--- config.mk ---
export PLATFORM = sky130hd
export DESIGN_NAME = vets_cmp
export DESIGN_NICKNAME = d
export VERILOG_FILES = /design/src/rtl/vets_pkg.sv /design/src/rtl/vets_cmp.sv
export SDC_FILE = /design/constraint.sdc
export NUM_CORES = 1
export LEC_CHECK = 0
export ABC_AREA = 0
export BUFFER_PORTS_ARGS = -buffer_cell sky130_fd_sc_hd__buf_4
export CAP_MARGIN = 40
export CORE_ASPECT_RATIO = 1.25
export CORE_MARGIN = 8
export CORE_UTILIZATION = 30
export DETAILED_ROUTE_END_ITERATION = 10
export PLACE_DENSITY = 0.71
export SLEW_MARGIN = 10
export SYNTH_ARGS = -nofsm -noshare
export SYNTH_HDL_FRONTEND = slang
export SYNTH_SLANG_ARGS = --single-unit
--- constraint.sdc ---
create_clock -name vclk -period 2.99
set_input_delay 0.598 -clock vclk [all_inputs]
set_output_delay 0.598 -clock vclk [all_outputs]
set_load 0.03 [all_outputs]
--- src/rtl/vets_pkg.sv ---
package vets_pkg;

   // Field widths fixed by the interface
   localparam int ACTION_W      = 2;
   localparam int WEEK_W        = 12;
   localparam int SECOND_W      = 36;
   localparam int TIME_W        = 48;
   localparam int STATUS_W      = 2;
   localparam int ENTRY_INDEX_W = 12;
   localparam int BAD_W         = 2;

   // Week length in seconds and the product width of week * seconds
   localparam int WEEK_SECONDS_W = 20;
   localparam logic [WEEK_SECONDS_W-1:0] WEEK_SECONDS = WEEK_SECONDS_W'(604800);
   localparam int PRODUCT_W     = WEEK_W + WEEK_SECONDS_W;
   localparam int MAX_FRACTION_BITS = 24;

   // Defaults for the top-level parameters
   localparam int DEFAULT_TABLE_DEPTH   = 4096;
   localparam int DEFAULT_FRACTION_BITS = 16;

   // Request action codes
   localparam logic [ACTION_W-1:0] ACTION_CLEAR  = 2'd0;
   localparam logic [ACTION_W-1:0] ACTION_APPEND = 2'd1;
   localparam logic [ACTION_W-1:0] ACTION_QUERY  = 2'd2;

   // Response status codes
   localparam logic [STATUS_W-1:0] STATUS_FOUND  = 2'd0;
   localparam logic [STATUS_W-1:0] STATUS_NONE   = 2'd1;
   localparam logic [STATUS_W-1:0] STATUS_BEFORE = 2'd2;
   localparam logic [STATUS_W-1:0] STATUS_AFTER  = 2'd3;

   // One table record: bit 0 of bad is the first flag, bit 1 the second
   typedef struct packed {
      logic [BAD_W-1:0]  bad;
      logic [TIME_W-1:0] stamp;
   } entry_type;

   // Outcome of one probe through the shared compare unit
   typedef struct packed {
      logic valid;
      logic less;
      logic equal;
   } cmp_result_type;

endpackage

--- src/rtl/vets_cmp.sv ---
module vets_cmp import vets_pkg::*; (
   input  logic              validity_mode,
   input  entry_type         entry,
   input  logic [TIME_W-1:0] query_time,
   output cmp_result_type    result
);

   // Classify the record and compare its time against the query
   always_comb begin
      if (validity_mode) begin
         result.valid = !entry.bad[0];
      end else begin
         result.valid = !(entry.bad[0] && entry.bad[1]);
      end
      result.less  = query_time < entry.stamp;
      result.equal = query_time == entry.stamp;
   end

endmodule

# Yosys cells after proc, flatten, opt, wreduce, memory -nomap -nowiden
# Cells that the tools add are included.
[word_totals] regBits=0 inputBits=99 output_inout_bits=3 wordCells=6
[op_classes] n_lt_le_gt_ge=1 n_eq_ne=1 n_mux=1 n_reduce_logical=3
[ops] cell="$eq 48x48->1" count=1
[ops] cell="$lt 48x48->1" count=1
[ops] cell="$logic_not 1->1" count=2
[ops] cell="$logic_and 1x1->1" count=1
[ops] cell="$mux 1" count=1

# Logic depth before layout (Yosys ltp)
[depth] word_depth=3 ltp_mapped=8 mapped_depth_nobuf=8

# Least setup slack after synthesis
# OpenSTA, ideal clock, no wires.
[synth_timing] path_kind="input -> output" from="input entry[30] in the netlist's numbering" to="output result[1] in the netlist's numbering" t_arrival_ns=3.064 required_ns=2.392 slack_ns=-0.672 cell_stages=7 path_buffers=0 path_cell_list="inv_1 -> ha_1 -> a21oi_1 -> nand2_1 -> a221oi_1 -> nand2_1 -> a2111oi_0"
[synth_lines] element="start: declaration" line_no="vets_cmp.sv:3" text="input entry_type entry,"
[synth_lines] element="end: declaration" line_no="vets_cmp.sv:5" text="output cmp_result_type result"

==> impl_metrics.py <==
metrics = {
    "run_status": {
        "status": "complete, but fails checks",
        "failed_checks": "negative setup slack",
    },
    "finish": {
        "seq_cells": 0,
        "nNetsFinal": 433,
        "syn2layout_area_growth_pct": 97.6,
        "seqCellArea_sq_um": 0,
        "drive_above_1_share": 0.500,
        "antennaDiodeCount": 0,
        "mostFrequentLayoutCells": "buf_4 (100), inv_1 (40), ha_1 (35), a21oi_1 (22), ha_4 (13)",
        "fillers": 385,
        "multiInputGateArea_sq_um": 1250,
        "final_common_cell": "buf_4",
        "nClkBuffers": 0,
        "final_cell_area_sq_um": 2410,
    },
    "placed_design": {
        "hpwl_mm": 3.79,
        "io_buffers": 102,
        "dpl_cell_area_sq_um": 2130,
        "place_congestion": 0.763,
        "dp_slack_ns": -0.371,
    },
    "timing": {
        "worst_pin_slew_ns": 0.378,
        "setup_viol": 2,
        "min_period_ns": 3.08,
        "hold_slack_ns": 1.49,
        "setup_ws_ns": -0.0873,
        "period_share": 1.03,
        "fmax_mhz": 325,
        "rsz0062_at_grt": "yes",
        "tns_ns": -0.171,
        "slew_violations": 0,
        "relSlewSlack": 0.746,
        "finalHoldViolCount": 0,
    },
    "global_routing": {
        "antenna_found_initial": 0,
        "grt_pass1_wl_mm": 7.10,
        "grtUsageTotal": 0.132,
        "grt_max_degree": 4,
        "grt_overflow": 0,
        "grt_pass1_vias": 1744,
    },
    "setup_path": {
        "start_kind": "input port",
        "arrival_ns": 2.48,
        "setup.worst_path.end_class": "output pin",
        "path_max_fanout": 2,
        "crit_type": "input port to output pin",
        "cp.required_ns": 2.39,
    },
    "power_and_ir_drop": {
        "p_per_area_nw_per_um2": 128,
        "vdd_ir_drop_max_uv": 65.2,
        "p_leak_uw": 0.00137,
    },
    "yosys": {
        "syn_area_sq_um": 1220,
        "yosys.area.top_type_share": 0.493,
        "syn_avg_cell_area_sq_um": 7.13,
        "synth_top_area_cell": "ha_1",
        "synthDistinctLibCells": 22,
        "synth_cells": 171,
        "ys_top_cells_by_area": "ha_1 (49%), inv_1 (15%), a21oi_1 (9.0%)",
        "syn_nets": 318,
        "yosysSeqAreaShare": 0,
        "yosysWarnings": 0,
    },
    "routing": {
        "ant_nets": 0,
        "drt-total-wl_mm": 4.40,
        "dr.pass1.iters": 4,
        "viasPerCell": 4.61,
        "drc_errors": 0,
        "vias": 1569,
        "drt_iter0_drc": 21,
        "wl_per_cell_microns": 12.9,
    },
    "floorplan": {
        "core_area_sq_um": 4000,
        "dieArea_sq_um": 6370,
        "die-width_microns": 73.0,
        "start_util": 0.305,
        "die_h_microns": 87.3,
        "fp-row-count": 26,
        "io-pin-count": 102,
    },
    "worst_hold_path": {
        "hold_path.class": "input port to output pin",
    },
    "job": {
        "cap_violations": 0,
    },
    "cts": {
        "ctsHoldBuffers": 0,
    },
}
-- power breakdown --
group / total [uW] / internal [uW] / switching [uW]
combinational: 308 / 183 / 125
clock: 0 / 0 / 0
sequential: 0 / 0 / 0
-- Yosys cell counts, drive strengths merged --
master and instances:
a2111oi 1, a211oi 2, inv 48, a21o 5, a221oi 1, a21oi 22
nor2 3, nand2 11, nor4 2, nand3 6, a31oi 1, or4 1
nand4 9, nor2b 1, o211ai 1, and4 1, o21bai 1, o21ai 6
ha 48, nor3 1
-- timing repair --
action                     in CTS  in global routing
resized for setup              33                 10
buffers inserted                1                  2
pin swaps                      15                  5
setup endpoints to repair       2                  2
-- per-stage QoR --
| stage | utilization | std cells | power [uW] |
|---|---|---|---|
| floorplan | - | 171 | 123 |
| global placement | 0.532 | 337 | 260 |
| finish | 0.602 | 340 | 308 |
| CTS | 0.577 | 338 | 291 |
| detailed placement | 0.532 | 337 | 266 |
| global route | 0.602 | 340 | 348 |
-- critical path, cell delays in order --
cell       delay (ns)
buf_6            0.07
inv_2            0.04
ha_4             0.25
nand4_1          0.16
nor4_4           0.37
nand3_2          0.12
or4_4            0.53
nor2_4           0.12
a2111oi_2        0.04
buf_4            0.18
-- worst paths after layout --
check	startpoint	end	slack (ns)	cells after the start
worst max-delay path	entry[41]	result[1]	-0.09	10
worst min-delay path	validity_mode	result[2]	1.49	3
-- logic make-up after synthesis --
group / Yosys count / synth area share
AND/OR/NAND/NOR: 35 / 0.169
AO/OA/AOI/OAI: 40 / 0.190
buffers and inverters: 48 / 0.148
adder cells (fa/ha/maj): 48 / 0.493
-- metal layers --
layer	vias to the layer above	track usage	routed length [microns]
met5	-	0	0
met4	0	0	0
met3	0	0.0392	385
met2	60	0.282	2480
met1	688	0.122	1530
li1	821	-	-
-- final cells by class --
type	count	area share
Inverter	48	0.0769
Tap cell	56	0.0291
Timing Repair Buffer	113	0.374
Multi-Input combinational cell	123	0.520
No activity file was read; power rests on OpenSTA's default activity.
